**config.mk**
```make
export PLATFORM = sky130hd
export DESIGN_NAME = current_limit_overcurrent_integrator
export DESIGN_NICKNAME = d
export VERILOG_FILES = /design/src/sv/clim_pkg.sv /design/src/sv/current_limit_overcurrent_integrator.sv
export SDC_FILE = /design/constraint.sdc
export NUM_CORES = 2
export LEC_CHECK = 0
export BUFFER_PORTS_ARGS = -buffer_cell sky130_fd_sc_hd__buf_4
export CORE_MARGIN = 3
export CORE_UTILIZATION = 30
export CTS_CLUSTER_DIAMETER = 50
export DETAILED_ROUTE_END_ITERATION = 6
export PLACE_DENSITY = 0.56
export SLEW_MARGIN = 20
export SYNTH_ARGS = -nofsm -noshare
export SYNTH_HDL_FRONTEND = slang
export SYNTH_SLANG_ARGS = --single-unit
```
**constraint.sdc**
```tcl
create_clock -name aclk -period 41.5 [get_ports aclk]
set_clock_uncertainty 0.2 [all_clocks]
set_input_delay 8.3 -clock aclk [delete_from_list [all_inputs] [get_ports aclk]]
set_output_delay 8.3 -clock aclk [all_outputs]
set_load 0.02 [all_outputs]
```
**src/sv/clim_pkg.sv**
```systemverilog
// Package for the current limit / overcurrent integrator.
// Transaction payload structs, register indexes, over-limit codes, constants.
// No dependencies.
`timescale 1ns / 1ps

package clim_pkg;

    typedef struct packed {
        logic signed [20:0] meas_ma;
        logic               flow_en;
        logic [15:0]        temp_charge_da;
        logic [15:0]        temp_discharge_da;
        logic [15:0]        cellv_charge_da;
        logic [15:0]        cellv_discharge_da;
        logic [15:0]        working_charge_da;
        logic [15:0]        delta_charge_da;
        logic signed [15:0] cell_max_mv;
        logic signed [15:0] cell_min_mv;
    } clim_in_t;

    typedef struct packed {
        logic [15:0]        chg_limit_da;
        logic [15:0]        dis_limit_da;
        logic [30:0]        excess_charge_level;
        logic [30:0]        excess_discharge_level;
        logic signed [31:0] soft_level;
        logic [1:0]         over_limit;
    } clim_out_t;

    localparam int CFG_IDX_W  = 3;
    localparam int CFG_DATA_W = 31;

    localparam logic [CFG_IDX_W-1:0] REG_MAX_CHARGE     = 3'd0;
    localparam logic [CFG_IDX_W-1:0] REG_MAX_DISCHARGE  = 3'd1;
    localparam logic [CFG_IDX_W-1:0] REG_USER_CHARGE    = 3'd2;
    localparam logic [CFG_IDX_W-1:0] REG_USER_DISCHARGE = 3'd3;
    localparam logic [CFG_IDX_W-1:0] REG_ERROR_MARGIN   = 3'd4;
    localparam logic [CFG_IDX_W-1:0] REG_BUCKET_LIMIT   = 3'd5;
    localparam logic [CFG_IDX_W-1:0] REG_SOFT_MAX       = 3'd6;
    localparam logic [CFG_IDX_W-1:0] REG_SOFT_MIN       = 3'd7;

    localparam logic [1:0] OVER_NONE      = 2'd0;
    localparam logic [1:0] OVER_CHARGE    = 2'd1;
    localparam logic [1:0] OVER_DISCHARGE = 2'd2;

    // |current| / 100 as (x * DIV100_K) >> DIV100_SHIFT, exact for x <= 2^21
    localparam int          DIV100_SHIFT = 28;
    localparam logic [21:0] DIV100_K     = 22'd2684355;

    localparam logic [30:0]        BUCKET_MAX = 31'h7FFF_FFFF;
    localparam logic signed [31:0] SOFT_MAX   = 32'sh7FFF_FFFF;
    localparam logic signed [31:0] SOFT_MIN   = 32'sh8000_0000;

endpackage

```
**src/sv/current_limit_overcurrent_integrator.sv**
```systemverilog
// Current limit and overcurrent integrator: one transaction in, one out per tick.
// Uses clim_pkg. Input register (with |I|/100 precomputed), then limit/bucket
// logic into the result register.
`timescale 1ns / 1ps

// Each input transaction yields one result transaction. The block is a two-
// register pipeline: the input register holds the tick with |current|/100
// already formed by a constant multiply, and the result register is loaded
// from the limit minimum chain and the bucket update. m_valid rises as the
// tick enters the result register. Throughput is one transaction per cycle
// unless m_ready stalls, set by the bucket update each tick takes from the last.
// Configuration writes take effect at the clock edge of cfg_wr_en and must
// only be issued while no transaction is in flight.
module current_limit_overcurrent_integrator
    import clim_pkg::*;
(
    input  logic                  aclk,
    input  logic                  aresetn,
    input  logic                  cfg_wr_en,
    input  logic [CFG_IDX_W-1:0]  cfg_index,
    input  logic [CFG_DATA_W-1:0] cfg_wdata,
    input  logic                  s_valid,
    output logic                  s_ready,
    input  clim_in_t              s_data,
    output logic                  m_valid,
    input  logic                  m_ready,
    output clim_out_t             m_data
);

    // configuration
    logic [15:0]        max_charge_reg, max_discharge_reg;
    logic [15:0]        user_charge_reg, user_discharge_reg;
    logic [15:0]        margin_reg;
    logic [30:0]        bucket_limit_reg;
    logic signed [15:0] soft_max_reg, soft_min_reg;

    // pipeline
    logic        in_valid_reg, out_valid_reg;
    clim_in_t    in_data_reg;
    logic [14:0] mag_reg;
    logic        cur_pos_reg, cur_neg_reg;
    clim_out_t   out_data_reg, out_data_next;

    // state
    logic [30:0]        chg_bucket_reg, chg_bucket_next;
    logic [30:0]        dis_bucket_reg, dis_bucket_next;
    logic signed [31:0] soft_bucket_reg, soft_bucket_next;

    logic        advance;
    logic        accept;
    logic [20:0] abs_cur;
    logic [42:0] div_prod;

    assign advance = !out_valid_reg || m_ready;
    assign s_ready = !in_valid_reg || advance;
    assign accept  = s_valid && s_ready;
    assign m_valid = out_valid_reg;
    assign m_data  = out_data_reg;

    assign abs_cur  = s_data.meas_ma[20] ? 21'(-s_data.meas_ma) : s_data.meas_ma;
    assign div_prod = 43'(abs_cur) * 43'(DIV100_K);

    always_ff @(posedge aclk) begin
        if (!aresetn) begin
            max_charge_reg     <= '0;
            max_discharge_reg  <= '0;
            user_charge_reg    <= '0;
            user_discharge_reg <= '0;
            margin_reg         <= '0;
            bucket_limit_reg   <= BUCKET_MAX;
            soft_max_reg       <= 16'sh7FFF;
            soft_min_reg       <= 16'sh8000;
        end else if (cfg_wr_en) begin
            unique case (cfg_index)
                REG_MAX_CHARGE:     max_charge_reg     <= cfg_wdata[15:0];
                REG_MAX_DISCHARGE:  max_discharge_reg  <= cfg_wdata[15:0];
                REG_USER_CHARGE:    user_charge_reg    <= cfg_wdata[15:0];
                REG_USER_DISCHARGE: user_discharge_reg <= cfg_wdata[15:0];
                REG_ERROR_MARGIN:   margin_reg         <= cfg_wdata[15:0];
                REG_BUCKET_LIMIT:   bucket_limit_reg   <= cfg_wdata[30:0];
                REG_SOFT_MAX:       soft_max_reg       <= $signed(cfg_wdata[15:0]);
                REG_SOFT_MIN:       soft_min_reg       <= $signed(cfg_wdata[15:0]);
                default: ;
            endcase
        end
    end

    function automatic logic [15:0] umin16(input logic [15:0] a, input logic [15:0] b);
        return (a < b) ? a : b;
    endfunction

    function automatic logic [15:0] apply_user(input logic [15:0] lim,
                                               input logic [15:0] user);
        return (user != 16'd0 && lim > user) ? user - 16'd1 : lim;
    endfunction

    // limits, excess and bucket update
    logic [15:0]        chg_lim, dis_lim;
    logic signed [17:0] ex_chg, ex_dis;
    logic signed [16:0] ex_soft_chg, ex_soft_dis;
    logic [31:0]        chg_sum, dis_sum;
    logic [30:0]        chg_acc, dis_acc;
    logic signed [32:0] soft_sum;
    logic               in_band;

    always_comb begin
        chg_lim = in_data_reg.flow_en ? max_charge_reg : 16'd0;
        dis_lim = in_data_reg.flow_en ? max_discharge_reg : 16'd0;
        chg_lim = umin16(chg_lim, in_data_reg.temp_charge_da);
        dis_lim = umin16(dis_lim, in_data_reg.temp_discharge_da);
        chg_lim = umin16(chg_lim, in_data_reg.cellv_charge_da);
        dis_lim = umin16(dis_lim, in_data_reg.cellv_discharge_da);
        chg_lim = umin16(chg_lim, in_data_reg.working_charge_da);
        chg_lim = umin16(chg_lim, in_data_reg.delta_charge_da);
        chg_lim = apply_user(chg_lim, user_charge_reg);
        dis_lim = apply_user(dis_lim, user_discharge_reg);

        ex_chg = $signed({3'b0, mag_reg}) - $signed({2'b0, chg_lim})
                 - $signed({2'b0, margin_reg});
        ex_dis = $signed({3'b0, mag_reg}) - $signed({2'b0, dis_lim})
                 - $signed({2'b0, margin_reg});

        // a positive excess never exceeds mag, so 15 bits carry it
        chg_sum = {1'b0, chg_bucket_reg} + {17'b0, ex_chg[14:0]};
        dis_sum = {1'b0, dis_bucket_reg} + {17'b0, ex_dis[14:0]};

        chg_acc = chg_bucket_reg;
        if (cur_pos_reg && ex_chg > 18'sd0) begin
            chg_acc = chg_sum[31] ? BUCKET_MAX : chg_sum[30:0];
        end
        dis_acc = dis_bucket_reg;
        if (cur_neg_reg && ex_dis > 18'sd0) begin
            dis_acc = dis_sum[31] ? BUCKET_MAX : dis_sum[30:0];
        end
        chg_bucket_next = (chg_acc != 31'd0) ? chg_acc - 31'd1 : 31'd0;
        dis_bucket_next = (dis_acc != 31'd0) ? dis_acc - 31'd1 : 31'd0;

        // soft bucket: no margin, signed, no decay
        ex_soft_chg = $signed({2'b0, mag_reg}) - $signed({1'b0, chg_lim});
        ex_soft_dis = $signed({2'b0, mag_reg}) - $signed({1'b0, dis_lim});
        in_band = (in_data_reg.cell_max_mv < soft_max_reg)
                  && (in_data_reg.cell_min_mv > soft_min_reg);
        soft_sum = 33'(soft_bucket_reg);
        if (cur_pos_reg && ex_soft_chg > 17'sd0) begin
            soft_sum = 33'(soft_bucket_reg) + 33'(ex_soft_chg);
        end else if (cur_neg_reg && ex_soft_dis > 17'sd0) begin
            soft_sum = 33'(soft_bucket_reg) - 33'(ex_soft_dis);
        end
        if (in_band) begin
            soft_bucket_next = '0;
        end else if (soft_sum[32] != soft_sum[31]) begin
            soft_bucket_next = soft_sum[32] ? SOFT_MIN : SOFT_MAX;
        end else begin
            soft_bucket_next = soft_sum[31:0];
        end

        out_data_next.chg_limit_da           = chg_lim;
        out_data_next.dis_limit_da           = dis_lim;
        out_data_next.excess_charge_level    = chg_bucket_next;
        out_data_next.excess_discharge_level = dis_bucket_next;
        out_data_next.soft_level             = soft_bucket_next;
        if (chg_bucket_next > bucket_limit_reg) begin
            out_data_next.over_limit = OVER_CHARGE;
        end else if (dis_bucket_next > bucket_limit_reg) begin
            out_data_next.over_limit = OVER_DISCHARGE;
        end else begin
            out_data_next.over_limit = OVER_NONE;
        end
    end

    always_ff @(posedge aclk) begin
        if (!aresetn) begin
            in_valid_reg    <= 1'b0;
            out_valid_reg   <= 1'b0;
            chg_bucket_reg  <= '0;
            dis_bucket_reg  <= '0;
            soft_bucket_reg <= '0;
        end else begin
            if (accept) begin
                in_valid_reg <= 1'b1;
            end else if (advance) begin
                in_valid_reg <= 1'b0;
            end
            if (advance) begin
                out_valid_reg <= in_valid_reg;
            end
            if (advance && in_valid_reg) begin
                chg_bucket_reg  <= chg_bucket_next;
                dis_bucket_reg  <= dis_bucket_next;
                soft_bucket_reg <= soft_bucket_next;
            end
        end
    end

    always_ff @(posedge aclk) begin
        if (accept) begin
            in_data_reg <= s_data;
            mag_reg     <= div_prod[DIV100_SHIFT+14:DIV100_SHIFT];
            cur_pos_reg <= !s_data.meas_ma[20] && (s_data.meas_ma != 21'sd0);
            cur_neg_reg <= s_data.meas_ma[20];
        end
        if (advance && in_valid_reg) begin
            out_data_reg <= out_data_next;
        end
    end

    // buckets move only when a transaction enters the result register
    a_bucket_hold: assert property (@(posedge aclk) disable iff (!aresetn)
        !(advance && in_valid_reg) |=> $stable(chg_bucket_reg) && $stable(dis_bucket_reg)
            && $stable(soft_bucket_reg))
        else $error("bucket changed without a transaction");

    // a waiting result always mirrors the live bucket state
    a_result_matches_state: assert property (@(posedge aclk) disable iff (!aresetn)
        m_valid |-> (m_data.excess_charge_level == chg_bucket_reg)
            && (m_data.excess_discharge_level == dis_bucket_reg)
            && (m_data.soft_level == soft_bucket_reg))
        else $error("result out of step with bucket state");

    a_valid_source: assert property (@(posedge aclk) disable iff (!aresetn)
        $rose(m_valid) |-> $past(in_valid_reg))
        else $error("result valid without an input transaction");

    a_reset_clears: assert property (@(posedge aclk)
        !aresetn |=> !m_valid && chg_bucket_reg == 31'd0 && soft_bucket_reg == 32'sd0)
        else $error("reset did not clear pipeline state");

endmodule
```
Yosys cells after proc, flatten, opt, wreduce, memory -nomap -nowiden
Cells that the tools add are included.
- register bits: 513
- input bits: 189
- output and inout port bits: 130
- logic and storage cells: 126
- add/subtract/negate cells: 15
- $mul: 1
- magnitude comparators: 16
- equal/unequal tests: 8
- multiplexer cells: 25
- reduce and logical (&&, ||, !) cells: 30
- operators by type and width (cell ; number):
    $mux W31 ; 6
    $mux W16 ; 10
    $lt A16 B16 Y1 ; 7
    $mux W32 ; 3
    $sub A15 B16 Y17 ; 4
    $mux W33 ; 2
    $add A31 B15 Y32 ; 2
    $gt A31 B31 Y1 ; 2
    $reduce_bool A31 Y1 ; 2
    $sub A31 B1 Y31 const B ; 2
    $gt A16 B16 Y1 ; 3
    $mul A21 B22 Y43 const B ; 1
    $gt A18 B1 Y1 const B ; 2
    $sub A17 B17 Y18 ; 2
    $gt A17 B1 Y1 const B ; 2
    $add A32 B17 Y33 ; 1
    $sub A32 B17 Y33 ; 1
    $reduce_bool A16 Y1 ; 2
    $sub A16 B1 Y16 const B ; 2
    $mux W21 ; 1
    $neg A21 Y21 ; 1
    $reduce_bool A21 Y1 ; 1
    $reduce_and A2 Y1 ; 8
    $eq A3 B3 Y1 const B ; 4
    10 further kinds ; 24

Logic depth before layout (Yosys ltp)
- depth after elaboration: 20
- gate-level depth with buffers: 103
- gate-level depth less buffers: 93

Worst setup path after synthesis
Ideal clock, no wire load.
- path kind: flip-flop to flip-flop
- start point: register in_data_reg[128] (netlist bit)
- end point: register out_data_reg (netlist bit m_data[1]), data pin
- setup time: 174 ps
- data arrival time: 19152 ps
- data required time: 41126 ps
- path slack: 21973 ps
- cell stages (with the launch flop): 101
- buffers on the path: 15
- clock period less this slack: 19527 ps
- cells stage by stage: edfxtp_1 > clkbuf_1 > clkbuf_1 > and2_1 > ha_1 > a21oi_1 > o21ai_0 > a221oi_1 > a31o_2 > clkbuf_1 > clkbuf_1 > nand2_1 > o21ai_0 > ha_1 > a21o_1 > a221o_1 > a221oi_2 > nand4_1 > [65 not listed] > buf_6 > nor2_1 > ha_1 > nor2b_1 > o21a_1 > o21a_1 > o21a_1 > o21a_1 > o21a_1 > o21a_1 > o21a_1 > o21a_1 > o21ai_0 > a21oi_1 > o31ai_1 > a21boi_0 > o21a_1 > a311oi_1
- word-level cells in the longest chain between the ends: 20
- elaborated cells on any way between the ends: 43
- those cells by class: add/sub (8); order compare (12); mux (17); reduce/logical (6)
- ends and longest elaborated chain (what ; RTL line ; source):
    start, declared ; current_limit_overcurrent_integrator.sv:39 ; clim_in_t in_data_reg;
    start signal, assigned ; current_limit_overcurrent_integrator.sv:197 ; in_data_reg <= s_data;
    $mux W16 * ; current_limit_overcurrent_integrator.sv:107 ; chg_lim = in_data_reg.flow_en ? max_charge_reg : 16'd0;
    $lt A16 B16 Y1 ; current_limit_overcurrent_integrator.sv:89 ; return (a < b) ? a : b;
    $mux W16 * ; current_limit_overcurrent_integrator.sv:89 ;
    $lt A16 B16 Y1 ; current_limit_overcurrent_integrator.sv:89 ;
    $mux W16 * ; current_limit_overcurrent_integrator.sv:89 ;
    $lt A16 B16 Y1 ; current_limit_overcurrent_integrator.sv:89 ;
    $mux W16 * ; current_limit_overcurrent_integrator.sv:89 ;
    $lt A16 B16 Y1 ; current_limit_overcurrent_integrator.sv:89 ;
    [4 not listed] ; -- ;
    via chg_lim[0] ; current_limit_overcurrent_integrator.sv:98 ; logic [15:0] chg_lim, dis_lim;
    [1 not listed] ; -- ;
    $sub A17 B17 Y18 * ; current_limit_overcurrent_integrator.sv:119 ; - $signed({2'b0, margin_reg});
    $add A31 B15 Y32 / $gt A18 B1 Y1 (equally long branches) ; current_limit_overcurrent_integrator.sv:124, current_limit_overcurrent_integrator.sv:128 ;
    $mux W31 / $logic_and A1 B1 Y1 (equally long branches) ; current_limit_overcurrent_integrator.sv:129, current_limit_overcurrent_integrator.sv:128 ;
    $mux W31 * ; current_limit_overcurrent_integrator.sv:128 ; if (cur_pos_reg && ex_chg > 18'sd0) begin
    $sub A31 B1 Y31 / $reduce_bool A31 Y1 (equally long branches) ; current_limit_overcurrent_integrator.sv:135 ; chg_bucket_next = (chg_acc != 31'd0) ? chg_acc - 31'd1 : 31'd0;
    $mux W31 * ; current_limit_overcurrent_integrator.sv:135 ;
    via chg_bucket_next[1] ; current_limit_overcurrent_integrator.sv:45 ; logic [30:0] chg_bucket_reg, chg_bucket_next;
    $gt A31 B31 Y1 * ; current_limit_overcurrent_integrator.sv:162 ; if (chg_bucket_next > bucket_limit_reg) begin
    end signal, assigned ; current_limit_overcurrent_integrator.sv:203 ; out_data_reg <= out_data_next;
    end, declared ; current_limit_overcurrent_integrator.sv:42 ; clim_out_t out_data_reg, out_data_next;
The timed path passes the listed nets; every way through them passes the cells marked *.
A chain may end at the register's enable or synchronous reset.

Final worst setup path
Same ends and word-level chain as after synthesis.

==> implementation parameters <==
Parameter                              Value

Status
  Result of the run ... finished, final reports clean

Cells and area
  Largest register FFs ... 129
  Layout cell share with drive strength beyond 1 ... 11.3%
  Count of filler cells inserted in the layout ... 14,700
  Layout Area Growth over Synthesis ... 16.3%
  # nets final ... 6,143

GRT
  Largest net degree at the start of global routing ... 111
  Number of global-route vias before repair ... 36,000
  Number of antenna violations at the first check in global routing ... 7
  Global route overflow ... 0
  Global-route wire length before repair ... 218 mm
  Overall routing resource usage ... 18.7%

Timing
  Min Clock Period, post-route ... 23.31 ns
  Post-route setup TNS ... 0 ns
  Final-report hold violation count ... 0
  Worst-Margin Slew ... 1.18 ns
  Final clock period utilization by the worst path ... 56.2%
  Slew Limit Fails ... 0
  RSZ-0062 raised after global routing ... no
  Slew HR ... 20.8%
  Number of setup violations in the final report ... 0
  Maximum clock frequency ... 42.9 MHz

Setup path
  Reg-to-reg endpoint ... m_data[1]$_SDFFCE_PN0P_
  Critical path launch point type ... flip-flop
  CP endpoint kind ... flip-flop
  Slowest stage delay, CP ... 0.87 ns
  Depth of the most critical reg-to-reg path ... 89
  Startpoint-to-endpoint class of the critical path ... flip-flop to flip-flop
  Required time worst endpoint ... 41.79 ns
  Standard cell with the maximum stage delay on the critical path ... sky130_fd_sc_hd__and3_1
  Crit Path Max Fanout ... 49
  Arrival time at the worst endpoint ... 23.60 ns
  Worst R2R Setup Slack ... 18.19 ns
  Cell repeated most along the worst path ... sky130_fd_sc_hd__o21a_1
  Origin of the critical flop-to-flop path ... in_data_reg[128]$_DFFE_PP_

Routing
  Average wire length per cell after detail routing ... 20.0 um
  DRC ... 0
  DRT Pass-1 Iters ... 6
  DRT antenna net count ... 0
  Routed WL ... 144 mm
  DR vias/cell ... 5.09
  Overall via count from detail_route ... 36,500
  First DRT Iteration DRCs ... 2,540

Synth
  Register bit total from synthesis ... 513
  Net Count, Synth ... 5,860
  Number of flops mapped to enable cells by yosys ... 274
  Netlist cell types ... 100
  Post-Syn Instances ... 4,917
  Total number of yosys warnings ... 0
  Most used DFF post-synth ... sky130_fd_sc_hd__edfxtp_1
  Mean cell area of the mapped netlist ... 8.94 sq um
  Async set-reset flop share out of synthesis ... 0%
  Share of the yosys chip area belonging to registers ... 29.6%
  Mapped Area ... 43,900 sq um

Clock tree
  Post_cts resized ... 0
  Clock root cell ... sky130_fd_sc_hd__clkbuf_16
  Maximum buffer depth of the clock tree ... 3
  H-tree Lvls ... 3
  Buffer count from post-CTS setup fixing ... 0
  Clock tree from TritonCTS ... yes
  # clock sinks ... 513
  Cts hold-fix bufs ... 0
  Clock latency on the worst-skew pair ... 0.68 ns
  Clock transition at the registers of the reported paths ... 0.06 ns
  Number of clock buffers inserted by TritonCTS ... 79

Min path
  Worst Hold Launch ... max_discharge_reg[10]$_SDFFE_PN0P_
  End point of the worst hold path ... max_discharge_reg[10]$_SDFFE_PN0P_
  Hold Crit Depth ... 2
  Hold/Removal Path Class ... flip-flop to flip-flop

Floorplanning
  Starting Density ... 30.4%
  Vertical die dimension ... 389 um
  Overall die width ... 389 um
  I/O pin total ... 319
  Number of rows in the core area ... 139
  Core Box Area ... 145,000 sq um
  Floorplan die area ... 151,000 sq um

Job
  Max-Cap Viols ... 0

Placement
  Number of input and output port buffers inserted ... 318
  HPWL Detailed ... 115 mm
  Routability cong. ... 0.934
how the worst max path moves through the flow:
stage / from / end / slack (ns) / cells past startpoint
final: in_data_reg[128]$_DFFE_PP_ / m_data[1]$_SDFFCE_PN0P_ / 18.19 / 89
after global routing: in_data_reg[128]$_DFFE_PP_ / m_data[1]$_SDFFCE_PN0P_ / 15.65 / 92
after CTS: in_data_reg[128]$_DFFE_PP_ / m_data[1]$_SDFFCE_PN0P_ / 18.31 / 89
after detailed placement: in_data_reg[128]$_DFFE_PP_ / m_data[1]$_SDFFCE_PN0P_ / 18.41 / 89
after global placement: in_data_reg[128]$_DFFE_PP_ / m_data[1]$_SDFFCE_PN0P_ / 18.86 / 91
after floorplan: in_data_reg[128]$_DFFE_PP_ / m_data[1]$_SDFFCE_PN0P_ / 21.97 / 100
cells in the final DEF, fill, tap and decap left out, drive strengths merged, types with 65 or more instances in the layout:
cell type / Yosys / final
xor2: 72 / 72
ha: 589 / 589
and2: 67 / 67
clkbuf: 131 / 93
nor2: 356 / 356
edfxtp: 274 / 274
dfxtp: 239 / 239
xnor2: 177 / 177
inv: 592 / 613
buf: 31 / 364
o31ai: 70 / 70
a21boi: 109 / 109
a21oi: 218 / 218
o21ai: 216 / 216
o21a: 65 / 65
nor3: 73 / 73
nand4: 65 / 65
nand2: 544 / 544
a21o: 86 / 86
nand3: 114 / 114
fa: 165 / 165
metal layers:
metal | track usage, % | vias to the layer above | share of wire (%)
met5 | 0 | - | 0.0077
met4 | 5.90 | 2 | 2.8
met3 | 2.30 | 171 | 6.0
met2 | 30.8 | 1006 | 46
met1 | 25.4 | 17500 | 45
li1 | - | 17800 | -
cell families (layout without fill, tap and decap cells):
family | count (synthesis) | after routing | share of synthesized area [%]
AO/OA/AOI/OAI | 1081 | 1081 | 16.6
adder cells (fa/ha/maj) | 754 | 754 | 24.3
other | 0 | 4 | 0
XOR/XNOR | 249 | 249 | 4.98
multiplexers | 83 | 83 | 1.96
buffers and inverters | 754 | 1101 | 6.63
AND/OR/NAND/NOR | 1483 | 1483 | 15.9
flip-flops | 513 | 513 | 29.6
metrics by stage:
stage	hold slack [ns]	std cells	worst slack, ns	utilization [%]	instance area [sq um]
2_1_floorplan	0.239	4917	21.97	-	43900
5_1_grt	0.287	7167	15.65	35.4	51100
6_report	0.258	7171	18.19	35.4	51100
3_3_place_gp	0.253	7022	18.86	33.5	48500
3_5_place_dp	0.256	7022	18.41	33.5	48500
4_1_cts	0.263	7167	18.31	35.4	51100
critical path, delay by kind of cell, from the launching register on:
| family | cells | cell delay (ns) |
|---|---|---|
| AOI/OAI and AO/OA | 52 | 12.53 |
| xor gates and xnor gates | 2 | 0.41 |
| adders and majority gates | 10 | 3.17 |
| buffers and inverters | 5 | 0.97 |
| DFF | 1 | 0.83 |
| muxes | 3 | 0.94 |
| and+or+nand+nor | 17 | 4.03 |
cell type report:
cell class	instances	area, sq um	area share (%)
Antenna cell	4	10.0	0.0196
Clock buffer	93	2110	4.13
Clock inverter	52	541	1.06
Inverter	592	2230	4.36
Multi-Input combinational cell	3650	28100	55.0
Sequential cell	513	13000	25.5
Tap cell	1903	2380	4.66
Timing Repair Buffer	364	2740	5.35
Yosys cell counts, types with 113 or more instances:
cell type,instances,area share [%]
sky130_fd_sc_hd__a21oi_1,218,2.5
sky130_fd_sc_hd__clkbuf_1,115,0.98
sky130_fd_sc_hd__dfxtp_1,239,11
sky130_fd_sc_hd__edfxtp_1,274,19
sky130_fd_sc_hd__fa_1,165,7.5
sky130_fd_sc_hd__ha_1,589,17
sky130_fd_sc_hd__inv_1,590,5.0
sky130_fd_sc_hd__nand2_1,544,4.6
sky130_fd_sc_hd__nand3_1,113,1.3
sky130_fd_sc_hd__nor2_1,356,3.0
sky130_fd_sc_hd__o21ai_0,189,2.2
sky130_fd_sc_hd__xnor2_1,176,3.5
Power is left out: the tool's default activity adds up to more than one toggle a clock period on the data nets, which glitch-free logic cannot reach.
